[src/rtl/jsu_pkg.sv]
// Package for the string unescaper: transfer types, decoder modes, character
// constants and the UTF-8 encoding helpers. No dependencies.
package jsu_pkg;

  localparam logic [7:0] QuoteChar  = 8'd34;
  localparam logic [7:0] ChBackslash = 8'h5C;
  localparam logic [7:0] ChLowerU   = 8'h75;
  localparam logic [7:0] ChLowerA   = 8'h61;
  localparam logic [7:0] ChLowerB   = 8'h62;
  localparam logic [7:0] ChLowerF   = 8'h66;
  localparam logic [7:0] ChLowerN   = 8'h6E;
  localparam logic [7:0] ChLowerR   = 8'h72;
  localparam logic [7:0] ChLowerT   = 8'h74;
  localparam logic [7:0] ChLowerV   = 8'h76;
  localparam logic [7:0] ChZero     = 8'h30;
  localparam logic [7:0] ChNine     = 8'h39;
  localparam logic [7:0] ChUpperA   = 8'h41;
  localparam logic [7:0] ChUpperF   = 8'h46;

  localparam logic [15:0] HighFirst = 16'hD800;
  localparam logic [15:0] HighLast  = 16'hDBFF;
  localparam logic [15:0] LowFirst  = 16'hDC00;
  localparam logic [15:0] LowLast   = 16'hDFFF;
  localparam logic [20:0] SuppBase  = 21'h10000;

  typedef enum logic [2:0] {
    MODE_TEXT    = 3'd0,
    MODE_ESC     = 3'd1,
    MODE_HEX1    = 3'd2,
    MODE_WANT_BS = 3'd3,
    MODE_WANT_U  = 3'd4,
    MODE_HEX2    = 3'd5
  } mode_e;

  typedef struct packed {
    logic [7:0] in_byte;
    logic       end_of_input;
  } in_t;

  typedef struct packed {
    logic [7:0] out_byte;
    logic       byte_valid;
    logic       string_end;
    logic       error_flag;
    logic       last;
  } out_t;

  // Up to four results from one item; n is the count (0..4).
  typedef struct packed {
    logic [2:0]     n;
    out_t [3:0]     res;
  } group_t;

  function automatic out_t byte_res(input logic [7:0] b);
    out_t r;
    r            = '0;
    r.out_byte   = b;
    r.byte_valid = 1'b1;
    return r;
  endfunction

  // {ok, value}
  function automatic logic [4:0] hex_val(input logic [7:0] b);
    logic [4:0] r;
    r = '0;
    if (b >= ChZero && b <= ChNine) begin
      r = {1'b1, 4'(b - ChZero)};
    end else if (b >= ChUpperA && b <= ChUpperF) begin
      r = {1'b1, 4'(b - ChUpperA + 8'd10)};
    end else if (b >= ChLowerA && b <= ChLowerF) begin
      r = {1'b1, 4'(b - ChLowerA + 8'd10)};
    end
    return r;
  endfunction

  function automatic logic [7:0] esc_map(input logic [7:0] b);
    logic [7:0] c;
    case (b)
      ChLowerA: c = 8'd7;
      ChLowerB: c = 8'd8;
      ChLowerF: c = 8'd12;
      ChLowerN: c = 8'd10;
      ChLowerR: c = 8'd13;
      ChLowerT: c = 8'd9;
      ChLowerV: c = 8'd11;
      default:  c = b;
    endcase
    return c;
  endfunction

  function automatic group_t utf8_encode(input logic [20:0] cp);
    group_t g;
    g = '0;
    if (cp <= 21'h7F) begin
      g.n      = 3'd1;
      g.res[0] = byte_res(cp[7:0]);
    end else if (cp <= 21'h7FF) begin
      g.n      = 3'd2;
      g.res[0] = byte_res({3'b110, cp[10:6]});
      g.res[1] = byte_res({2'b10, cp[5:0]});
    end else if (cp <= 21'hFFFF) begin
      g.n      = 3'd3;
      g.res[0] = byte_res({4'b1110, cp[15:12]});
      g.res[1] = byte_res({2'b10, cp[11:6]});
      g.res[2] = byte_res({2'b10, cp[5:0]});
    end else if (cp <= 21'h10FFFF) begin
      g.n      = 3'd4;
      g.res[0] = byte_res({5'b11110, cp[20:18]});
      g.res[1] = byte_res({2'b10, cp[17:12]});
      g.res[2] = byte_res({2'b10, cp[11:6]});
      g.res[3] = byte_res({2'b10, cp[5:0]});
    end
    return g;
  endfunction

endpackage

[src/rtl/json_string_unescape_utf8.sv]
// Top level of the JSON string body unescaper (\u escapes, surrogate pairs to UTF-8).
// Depends on jsu_pkg, jsu_decode and jsu_outq.
//
//  Channel | Direction | Handshake            | Payload
//  --------+-----------+----------------------+----------------------------
//  in      | input     | in_valid_i/in_ready_o| jsu_pkg::in_t  (byte, eoi)
//  out     | output    | out_valid_o/out_ready_i | jsu_pkg::out_t (byte, flags)
//
// One source byte per cycle while the result register can take each byte's results;
// the first result of a byte passes the input register, then the result register.
// An item giving k results occupies the result register until all k are taken (k up to
// four for a supplementary code point); items giving no result never load it.
// While the result register is stalled, the input register takes one byte and
// holds it if that byte gives results; bytes giving none still pass each cycle.
// Reset (rst_ni low, asynchronous) empties both registers and puts the
// decoder in plain text mode.
module json_string_unescape_utf8 (
  input  logic          clk_i,
  input  logic          rst_ni,
  input  logic          in_valid_i,
  output logic          in_ready_o,
  input  jsu_pkg::in_t  in_data_i,
  output logic          out_valid_o,
  input  logic          out_ready_i,
  output jsu_pkg::out_t out_data_o
);

  // Input register: one accepted byte waiting for the decoder.
  logic            inv_q;
  jsu_pkg::in_t    in_q;

  jsu_pkg::group_t grp;
  logic            free;
  logic            commit;

  // An item commits (state advances, results load) once the result register
  // can take its group; an item with no results commits at once.
  assign commit     = inv_q && ((grp.n == 3'd0) || free);
  assign in_ready_o = !inv_q || commit;

  always_ff @(posedge clk_i) begin
    if (in_valid_i && in_ready_o) begin
      in_q <= in_data_i;
    end
  end

  always_ff @(posedge clk_i or negedge rst_ni) begin
    if (!rst_ni) begin
      inv_q <= 1'b0;
    end else if (in_valid_i && in_ready_o) begin
      inv_q <= 1'b1;
    end else if (commit) begin
      inv_q <= 1'b0;
    end
  end

  jsu_decode u_decode (
    .clk_i    (clk_i),
    .rst_ni   (rst_ni),
    .item_i   (in_q),
    .commit_i (commit),
    .grp_o    (grp)
  );

  // Result register and serialiser: one result per output transfer.
  jsu_outq u_outq (
    .clk_i       (clk_i),
    .rst_ni      (rst_ni),
    .load_i      (commit && (grp.n != 3'd0)),
    .grp_i       (grp),
    .free_o      (free),
    .out_valid_o (out_valid_o),
    .out_ready_i (out_ready_i),
    .out_data_o  (out_data_o)
  );

endmodule

[src/rtl/jsu_decode.sv]
// Escape decoder: mode/hex/surrogate state and the result group for one item.
// Depends on jsu_pkg.
module jsu_decode (
  input  logic            clk_i,
  input  logic            rst_ni,
  input  jsu_pkg::in_t    item_i,
  input  logic            commit_i,
  output jsu_pkg::group_t grp_o
);

  jsu_pkg::mode_e  mode_q, mode_d;
  logic [1:0]      cnt_q, cnt_d;
  logic [15:0]     acc_q, acc_d;
  logic [15:0]     hi_q, hi_d;

  logic [7:0]      b;
  logic [4:0]      hx;
  logic [15:0]     code;
  logic            do_plain;
  jsu_pkg::group_t grp;

  always_comb begin
    b        = item_i.in_byte;
    hx       = jsu_pkg::hex_val(b);
    code     = {acc_q[11:0], hx[3:0]};
    mode_d   = mode_q;
    cnt_d    = cnt_q;
    acc_d    = acc_q;
    hi_d     = hi_q;
    do_plain = 1'b0;
    grp      = '0;

    if (item_i.end_of_input) begin
      mode_d               = jsu_pkg::MODE_TEXT;
      cnt_d                = '0;
      acc_d                = '0;
      hi_d                 = '0;
      grp.n                = 3'd1;
      grp.res[0].error_flag = 1'b1;
    end else begin
      case (mode_q)
        jsu_pkg::MODE_ESC: begin
          mode_d = jsu_pkg::MODE_TEXT;
          if (b == jsu_pkg::ChLowerU) begin
            mode_d = jsu_pkg::MODE_HEX1;
            cnt_d  = '0;
            acc_d  = '0;
          end else begin
            grp.n      = 3'd1;
            grp.res[0] = jsu_pkg::byte_res(jsu_pkg::esc_map(b));
          end
        end
        jsu_pkg::MODE_HEX1, jsu_pkg::MODE_HEX2: begin
          if (!hx[4]) begin
            do_plain = 1'b1;
          end else if (cnt_q != 2'd3) begin
            acc_d = code;
            cnt_d = cnt_q + 2'd1;
          end else begin
            cnt_d  = '0;
            acc_d  = '0;
            mode_d = jsu_pkg::MODE_TEXT;
            if (mode_q == jsu_pkg::MODE_HEX1) begin
              if (code == 16'd0 ||
                  (code >= jsu_pkg::LowFirst && code <= jsu_pkg::LowLast)) begin
                grp = '0;
              end else if (code >= jsu_pkg::HighFirst && code <= jsu_pkg::HighLast) begin
                hi_d   = code;
                mode_d = jsu_pkg::MODE_WANT_BS;
              end else begin
                grp = jsu_pkg::utf8_encode({5'd0, code});
              end
            end else if (code >= jsu_pkg::LowFirst && code <= jsu_pkg::LowLast) begin
              // pair: 0x10000 + (high & 0x3FF) * 0x400 + (low & 0x3FF)
              grp = jsu_pkg::utf8_encode(jsu_pkg::SuppBase + {1'b0, hi_q[9:0], code[9:0]});
            end
          end
        end
        jsu_pkg::MODE_WANT_BS: begin
          if (b == jsu_pkg::ChBackslash) begin
            mode_d = jsu_pkg::MODE_WANT_U;
          end else begin
            do_plain = 1'b1;
          end
        end
        jsu_pkg::MODE_WANT_U: begin
          if (b == jsu_pkg::ChLowerU) begin
            mode_d = jsu_pkg::MODE_HEX2;
            cnt_d  = '0;
            acc_d  = '0;
          end else begin
            do_plain = 1'b1;
          end
        end
        default: begin
          do_plain = 1'b1;
        end
      endcase

      if (do_plain) begin
        mode_d = jsu_pkg::MODE_TEXT;
        if (b == jsu_pkg::QuoteChar) begin
          grp.n                 = 3'd1;
          grp.res[0].string_end = 1'b1;
        end else if (b == jsu_pkg::ChBackslash) begin
          mode_d = jsu_pkg::MODE_ESC;
        end else begin
          grp.n      = 3'd1;
          grp.res[0] = jsu_pkg::byte_res(b);
        end
      end
    end
  end

  assign grp_o = grp;

  always_ff @(posedge clk_i or negedge rst_ni) begin
    if (!rst_ni) begin
      mode_q <= jsu_pkg::MODE_TEXT;
      cnt_q  <= '0;
      acc_q  <= '0;
      hi_q   <= '0;
    end else if (commit_i) begin
      mode_q <= mode_d;
      cnt_q  <= cnt_d;
      acc_q  <= acc_d;
      hi_q   <= hi_d;
    end
  end

endmodule

[src/rtl/jsu_outq.sv]
// Result register: holds one group of up to four results and hands them out
// one per transfer. Depends on jsu_pkg.
module jsu_outq (
  input  logic            clk_i,
  input  logic            rst_ni,
  input  logic            load_i,
  input  jsu_pkg::group_t grp_i,
  output logic            free_o,
  output logic            out_valid_o,
  input  logic            out_ready_i,
  output jsu_pkg::out_t   out_data_o
);

  jsu_pkg::group_t grp_q;
  logic [2:0]      n_q;
  logic [1:0]      idx_q;
  logic [1:0]      last_idx;
  logic            is_last;

  assign last_idx    = 2'(n_q - 3'd1);
  assign is_last     = (idx_q == last_idx);
  assign out_valid_o = (n_q != 3'd0);
  assign free_o      = !out_valid_o || (out_ready_i && is_last);

  always_comb begin
    out_data_o      = grp_q.res[idx_q];
    out_data_o.last = is_last;
  end

  always_ff @(posedge clk_i) begin
    if (load_i) begin
      grp_q <= grp_i;
    end
  end

  always_ff @(posedge clk_i or negedge rst_ni) begin
    if (!rst_ni) begin
      n_q   <= '0;
      idx_q <= '0;
    end else if (load_i) begin
      n_q   <= grp_i.n;
      idx_q <= '0;
    end else if (out_valid_o && out_ready_i) begin
      if (is_last) begin
        n_q <= '0;
      end else begin
        idx_q <= idx_q + 2'd1;
      end
    end
  end

endmodule

[config.mk]
export PLATFORM = sky130hd
export DESIGN_NAME = json_string_unescape_utf8
export DESIGN_NICKNAME = d
export VERILOG_FILES = /design/src/rtl/jsu_pkg.sv /design/src/rtl/json_string_unescape_utf8.sv /design/src/rtl/jsu_decode.sv /design/src/rtl/jsu_outq.sv
export SDC_FILE = /design/constraint.sdc
export NUM_CORES = 1
export LEC_CHECK = 0
export CAP_MARGIN = 20
export CORE_UTILIZATION = 40
export DETAILED_ROUTE_END_ITERATION = 10
export DONT_BUFFER_PORTS = 1
export GPL_ROUTABILITY_DRIVEN = 0
export PLACE_DENSITY = 0.52
export SKIP_LAST_GASP = 1
export SYNTH_ARGS = -nofsm -noshare
export SYNTH_HDL_FRONTEND = slang
export SYNTH_SLANG_ARGS = --single-unit
export TNS_END_PERCENT = 20
[constraint.sdc]
create_clock -name clk_i -period 7.8 [get_ports clk_i]
set_input_delay 0.39 -clock clk_i [delete_from_list [all_inputs] [get_ports clk_i]]
set_output_delay 0.39 -clock clk_i [all_outputs]
set_load 0.01 [all_outputs]
======== Word-level counts from Yosys, hierarchy flattened ========
Cells that the tools add are included.
cells by class
  shift operators ......................... 0
  eq/ne operators ......................... 26
  magnitude comparators ................... 17
  divide/modulo/power cells ............... 0
  $add $sub $neg .......................... 9
  bitwise logic cells ..................... 1
  $mul .................................... 0
  multiplexer cells ....................... 86
  reductions and logical operators ........ 37
operators by type and width
  cell                      count
  $mux W51                  9
  $mux W12                  12
  $mux W36                  3
  $eq A8 B7 Y1 const B      9
  $mux W10                  7
  $mux W3                   19
  $pmux W8 S7               1
  $mux W24                  2
  $pmux W12 S2              2
  $ge A16 B16 Y1 const B    2
  $le A16 B16 Y1 const B    2
  $bmux W12 S2              1
  $mux W2                   11
  $mux W22                  1
  $add A17 B20 Y21 const A  1
  $le A21 B11 Y1 const B    1
  $le A21 B16 Y1 const B    1
  $le A21 B21 Y1 const B    1
  $le A21 B7 Y1 const B     1
  $ge A8 B7 Y1 const B      2
  $le A16 B11 Y1 const B    1
  $le A16 B7 Y1 const B     1
  $le A8 B7 Y1 const B      2
  $logic_not A16 Y1         1
  other kinds (38)          83
storage, ports and cells
  word-level logic and storage cells ...... 205
  bits in registers ....................... 90
  bits in writable memories ............... 0
  input port bits ......................... 13
  latch bits .............................. 0
  memories ................................ 0
  output and inout bits ................... 14
  ROM bits ................................ 0

======== Depth between registers and ports, before layout ========
  depth after elaboration ................. 28
  mapped depth ............................ 14
  gate-level depth less buffers ........... 11

======== Hierarchy ========
From an unflattened synthesis, not the netlist that was laid out.
second synthesis, totals
  cells, all modules ...................... 536
  area total of the unflattened synthesis .. 5439.0 um^2
modules (own cells, without submodules)
  module                     area an instance (um^2)  sequential area each (um^2)  cells an instance  instances
  jsu_decode                 3171.8                   675.6                        426                1
  jsu_outq                   1918.1                   1446.4                       92                 1
  json_string_unescape_utf8  349.1                    295.3                        18                 1

======== Least setup slack after synthesis ========
Ideal clock, no wire load.
  path kind ............................... flip-flop to flip-flop
  start point ............................. register in_q[1] in the netlist's numbering
  end point ............................... register u_outq.n_q[1]
  required time ........................... 7.580 ns
  arrival time ............................ 4.364 ns
  cell stages (with the launch flop) ...... 11
  period minus slack after synthesis ...... 4.584 ns
  setup time .............................. 0.220 ns
  slack ................................... 3.216 ns
  buffers on the path ..................... 0
  path through ............................ edfxtp_1 -> inv_1 -> ha_1 -> o21bai_1 -> a21oi_1 -> o211ai_1 -> or4_1 -> o221ai_2 -> o31ai_1 -> a21oi_1 -> o21ai_0
on the way
  word-level cells in the longest chain between the ends .. 28
  elaborated cells between the ends (all ways) .. 69
  those cells by class .................... add/sub: 6; order compare: 16; eq/ne: 3; mux: 29; reduce/logical: 15
ends and longest elaborated chain
  what                                                  RTL line                                     source
  start: declaration                                    json_string_unescape_utf8.sv:30              jsu_pkg::in_t in_q;
  start signal: assignment                              json_string_unescape_utf8.sv:43              in_q <= in_data_i;
  $sub A4 B1 Y4, or another cell as far along           jsu_pkg.sv:69, jsu_pkg.sv:71
  $add A4 B4 Y4 or $logic_and A1 B1 Y1 (tied branches)  jsu_pkg.sv:69, jsu_pkg.sv:71, jsu_pkg.sv:70
  $mux W5                                               jsu_pkg.sv:70                                end else if (b >= ChLowerA && b <= ChLowerF) begin
  $mux W5                                               jsu_pkg.sv:68                                end else if (b >= ChUpperA && b <= ChUpperF) begin
  $mux W5                                               jsu_pkg.sv:66                                if (b >= ChZero && b <= ChNine) begin
  $add A17 B20 Y21                                      jsu_decode.sv:75                             grp = jsu_pkg::utf8_encode(jsu_pkg::SuppBase + {1'b0, hi_q[9:0], code[9:0]});
  $le A21 B21 Y1                                        jsu_pkg.sv:106                               end else if (cp <= 21'h10FFFF) begin
  $mux W51                                              jsu_pkg.sv:106
  [... 13 more ...]                                     -
  $mux W3 *                                             jsu_decode.sv:33                             if (item_i.end_of_input) begin
  $logic_not A3 Y1                                      json_string_unescape_utf8.sv:38              assign commit = inv_q && ((grp.n == 3'd0) || free);
  $logic_or A1 B1 Y1                                    json_string_unescape_utf8.sv:38
  $logic_and A1 B1 Y1                                   json_string_unescape_utf8.sv:38
  $logic_and A1 B1 Y1 *                                 json_string_unescape_utf8.sv:69              .load_i (commit && (grp.n != 3'd0)),
  net u_outq.load_i                                     jsu_outq.sv:6                                input logic load_i,
  $reduce_bool A2 Y1 (no line)                          -
  $reduce_and A2 Y1 (no line)                           -
  end signal: assignment                                jsu_outq.sv:41                               n_q <= grp_i.n;
  end: declaration                                      jsu_outq.sv:15                               logic [2:0] n_q;
The timed path passes the listed nets; every way through them passes the cells marked *. The select of a mux whose other input is x is not followed.
A chain may end at the register's enable or synchronous reset.

======== Final worst setup path ========
  start point ............................. register in_q[1] in the netlist's numbering
  end point ............................... register u_decode.hi_q[8]
on the way
  word-level cells in the longest chain between the ends .. 26
  elaborated cells between the ends (all ways) .. 67
  those cells by class .................... add/sub: 6; order compare: 16; eq/ne: 4; mux: 28; reduce/logical: 13
ends and longest elaborated chain
  what                                                  RTL line                                     source
  $sub A4 B1 Y4, or another cell as far along           jsu_pkg.sv:69, jsu_pkg.sv:71
  $add A4 B4 Y4 or $logic_and A1 B1 Y1 (tied branches)  jsu_pkg.sv:69, jsu_pkg.sv:71, jsu_pkg.sv:70
  $mux W5                                               jsu_pkg.sv:70
  $mux W5                                               jsu_pkg.sv:68
  $mux W5                                               jsu_pkg.sv:66
  $add A17 B20 Y21                                      jsu_decode.sv:75
  $le A21 B21 Y1                                        jsu_pkg.sv:106
  $mux W51                                              jsu_pkg.sv:106
  [... 10 more ...]                                     -
  $mux W3                                               jsu_decode.sv:105                            end else if (b == jsu_pkg::ChBackslash) begin
  $mux W3                                               jsu_decode.sv:102                            if (b == jsu_pkg::QuoteChar) begin
  $mux W3                                               jsu_decode.sv:100                            if (do_plain) begin
  $mux W3                                               jsu_decode.sv:33
  $logic_not A3 Y1                                      json_string_unescape_utf8.sv:38
  $logic_or A1 B1 Y1                                    json_string_unescape_utf8.sv:38
  $logic_and A1 B1 Y1                                   json_string_unescape_utf8.sv:38
  $reduce_and A7 Y1 (no line) *                         -
  end signal: assignment                                jsu_decode.sv:127                            hi_q <= hi_d;
  end: declaration                                      jsu_decode.sv:14                             logic [15:0] hi_q, hi_d;
Every way passes the cells marked *; elsewhere a longest branch is shown, timed or not. The select of a mux whose other input is x is not followed.

==> flow_summary.toml <==
[setup_path]
path_max_fanout = 10
worstSetupStartpoint = "in_q[1]"
startpoint_type = "register"
crit_arrival_ns = 4.72
r2r_start = "in_q[1]"
criticalPathCategory = "reg2reg"
endpoint_kind = "register"
required_ns = 8.02

[job]
cap_violations = 0

[yosys]
synthesis.area_sq_um = 4900
synth_top_area_share_pct = 25.13
postSynthAreaPerCell_sq_um = 9.780
synth_fa_ha_area_share_pct = 2.043
ys_seq_area_share_pct = 41.98
yosys.area_share.simple_pct = 21.58
synthCells = 501
syn-num-nets = 522
synth_edf_count = 41
synth-compound-area-share_pct = 25.43
synth-seq-cells = 74
synth_async_sr_flop_share_pct = 44.59
ys_types = 78
synth_xor_area_share_pct = 0.8938
synthFlopType = "edfxtp_1"
yosysWarnings = 0
synth_area_leader_cell = "edfxtp_1"
yosys-top-cells-area = "edfxtp_1 25%, dfrtp_1 17%, a22o_1 5.9%"
synth_top_family_by_area = "compound AO/OA/AOI/OAI gates"
synth_mux_area_share_pct = 4.341

[drt]
drt_iter0_drc = 520
routedWlPerCell_um = 22.64
routed_wl_um = 14460
via_count = 4224
drt_drc_violations_left = 0
viasPerCell = 6.610
ant_nets = 0
drt_pass1_iterations = 6

[cts]
cts_tree = "built"
cts_setup_buffers = 0
holdBufCountCts = 2
clk_latency_ns = 0.34
root_buffer = "clkbuf_16"
cts_resized = 0
cts_sinks = 74
htree_levels = 3
clkTransAtPathRegs_ns = 0.05
clock_path_buffers = 2
cts_buffers = 9

[cells_and_area]
layout-drive-gt1-share_pct = 9.350
area_growth_pct = 8.018
final_area_sq_um = 5293
antennaDiodeCount = 0
nNetsFinal = 508

[sta]
relSlewSlack_pct = 25.69
post-route-period-util_pct = 57.64
drv_slew = 0
final.setup.tns_ns = 0
clock.fmax_mhz = 222.4
grt_setup_unrepaired = "false"
hold_viol = 0
min_period_ns = 4.496
finalSetupViolCount = 0
fin_skew_ns = 0.005273
tightest_slew_ns = 1.115

[worst_hold_path]
hold_start = "in_data_i[3]"
min_path_type = "in2reg"

[floorplanning]
die_y_um = 112.7
coreArea_sq_um = 11960
die_area_sq_um = 12700
die_w_um = 112.7
initial_core_util_pct = 40.96
boundaryPins = 27
rows = 40

[global_route]
grt_pass1_vias = 4022
grt_first_pass_wirelength_um = 23070
grt_use_total_pct = 24.31
grt_start_max_net_pins = 36
grt_overflow = 0
antenna_found_initial = 0

[status]
status = "finished clean"

[power_and_ir_drop]
ir_drop_mv = 0.1430
power.density_nw_per_um2 = 387.2
leakage_nw = 1.949

[place]
port_buffers = 0
place_hpwl_um = 10530
place_area_sq_um = 4967
cells in the final DEF, fill, tap and decap left out, types with 13 or more instances in the layout:
cell,n
edfxtp_1,41
o21ai_0,22
inv_1,13
nor2_1,39
nand2_1,46
nor3_1,15
a21oi_1,32
a22o_1,33
dfrtp_1,33
synth_stat cells (4+ instances only):
| library cell | n |
|---|---|
| and4_1 | 4 |
| a22oi_1 | 5 |
| or3_1 | 7 |
| nor4_1 | 4 |
| nor3b_1 | 5 |
| nor2_1 | 39 |
| a222oi_1 | 4 |
| a211oi_1 | 5 |
| nor3_1 | 15 |
| nor2b_1 | 6 |
| dfrtp_1 | 33 |
| o211ai_1 | 10 |
| nand2b_1 | 5 |
| nand3_1 | 10 |
| nand4_1 | 6 |
| nand2_1 | 46 |
| mux4_2 | 8 |
| and3_1 | 10 |
| xnor2_1 | 4 |
| a21oi_1 | 33 |
| o22ai_1 | 5 |
| edfxtp_1 | 41 |
| ha_1 | 8 |
| inv_1 | 13 |
| a21o_1 | 7 |
| a22o_1 | 33 |
| a31oi_1 | 6 |
| clkbuf_1 | 21 |
| and2_1 | 10 |
| o31ai_1 | 4 |
| o21ai_0 | 22 |
per-layer routing:
metal,part of all wire (%),global-route usage [%],up-vias,wire [um]
met5,0,0,-,0
met4,3.3,13.24,0,482
met3,6.3,4.212,35,912
met2,45,35.39,184,6447
met1,46,34.28,2072,6622
li1,-,-,1933,-
cell type report:
cell class / count / area (sq um)
Tap cell: 147 / 183.9
Inverter: 13 / 48.80
Timing Repair Buffer: 3 / 37.54
Multi-Input combinational cell: 386 / 2678
Fill cell: 1166 / 6669
Clock buffer: 11 / 232.7
Clock inverter: 5 / 55.05
Sequential cell: 74 / 2057
state kept, by name, summed over array words and instances, names as in the netlist:
signal,cells
inv_q,1
u_decode.mode_q,3
u_decode.acc_q,12
u_outq.idx_q,2
u_outq.n_q,3
u_decode.cnt_q,2
in_q,9
u_outq.grp_q,32
u_decode.hi_q,10
power by group:
group          leakage (nW)  internal [mW]  switching [mW]
Combinational         0.970          0.332           0.524
Clock                 0.137          0.246           0.154
Sequential            0.842          0.601           0.191
critical path, stage by stage, from the launching register on:
cell and delay, ns:
edfxtp_1 0.50, inv_1 0.16, ha_1 0.28, nor3b_1 0.31, o21ai_1 0.20, a21boi_0 0.50, nand2_1 0.19, mux2_2 0.38
o31ai_1 0.71, a21oi_2 0.21, or3_1 0.60, a22o_1 0.32
logic make-up (layout without fill, tap and decap cells):
| kind of cell | Yosys count | count (layout) |
|---|---|---|
| AND/OR/NAND/NOR | 191 | 191 |
| AO/OA/AOI/OAI | 171 | 171 |
| flip-flops | 74 | 74 |
| buffers and inverters | 41 | 32 |
| multiplexers | 11 | 11 |
| adder cells (fa/ha/maj) | 8 | 8 |
| XOR/XNOR | 5 | 5 |
per-stage QoR:
stage | cells | utilization (%) | hold WS, ns | setup slack, ns | total power, mW
floorplan | 501 | - | 0.09441 | 3.216 | 1.417
global placement | 620 | 41.53 | 0.09598 | 3.564 | 1.631
detailed placement | 620 | 41.53 | 0.09594 | 3.446 | 1.632
CTS | 638 | 44.18 | 0.1266 | 3.431 | 2.045
global route | 639 | 44.25 | 0.1298 | 3.013 | 2.169
finish | 639 | 44.25 | 0.1428 | 3.304 | 2.049
worst paths after layout:
check | slack [ns] | cells past startpoint | end
worst max-delay path | 3.30 | 11 | u_decode.hi_q[8]
worst min-delay path | 0.14 | 0 | in_q[3]
worst max register to register | 3.30 | 11 | u_decode.hi_q[8]
worst min register to register | 0.48 | 2 | u_decode.cnt_q[1]
max in group asynchronous | 7.12 | 2 | u_decode.cnt_q[1]
min in group asynchronous | 0.50 | 2 | u_decode.hi_q[5]
Note: power is estimated with default switching activity, not from simulation.
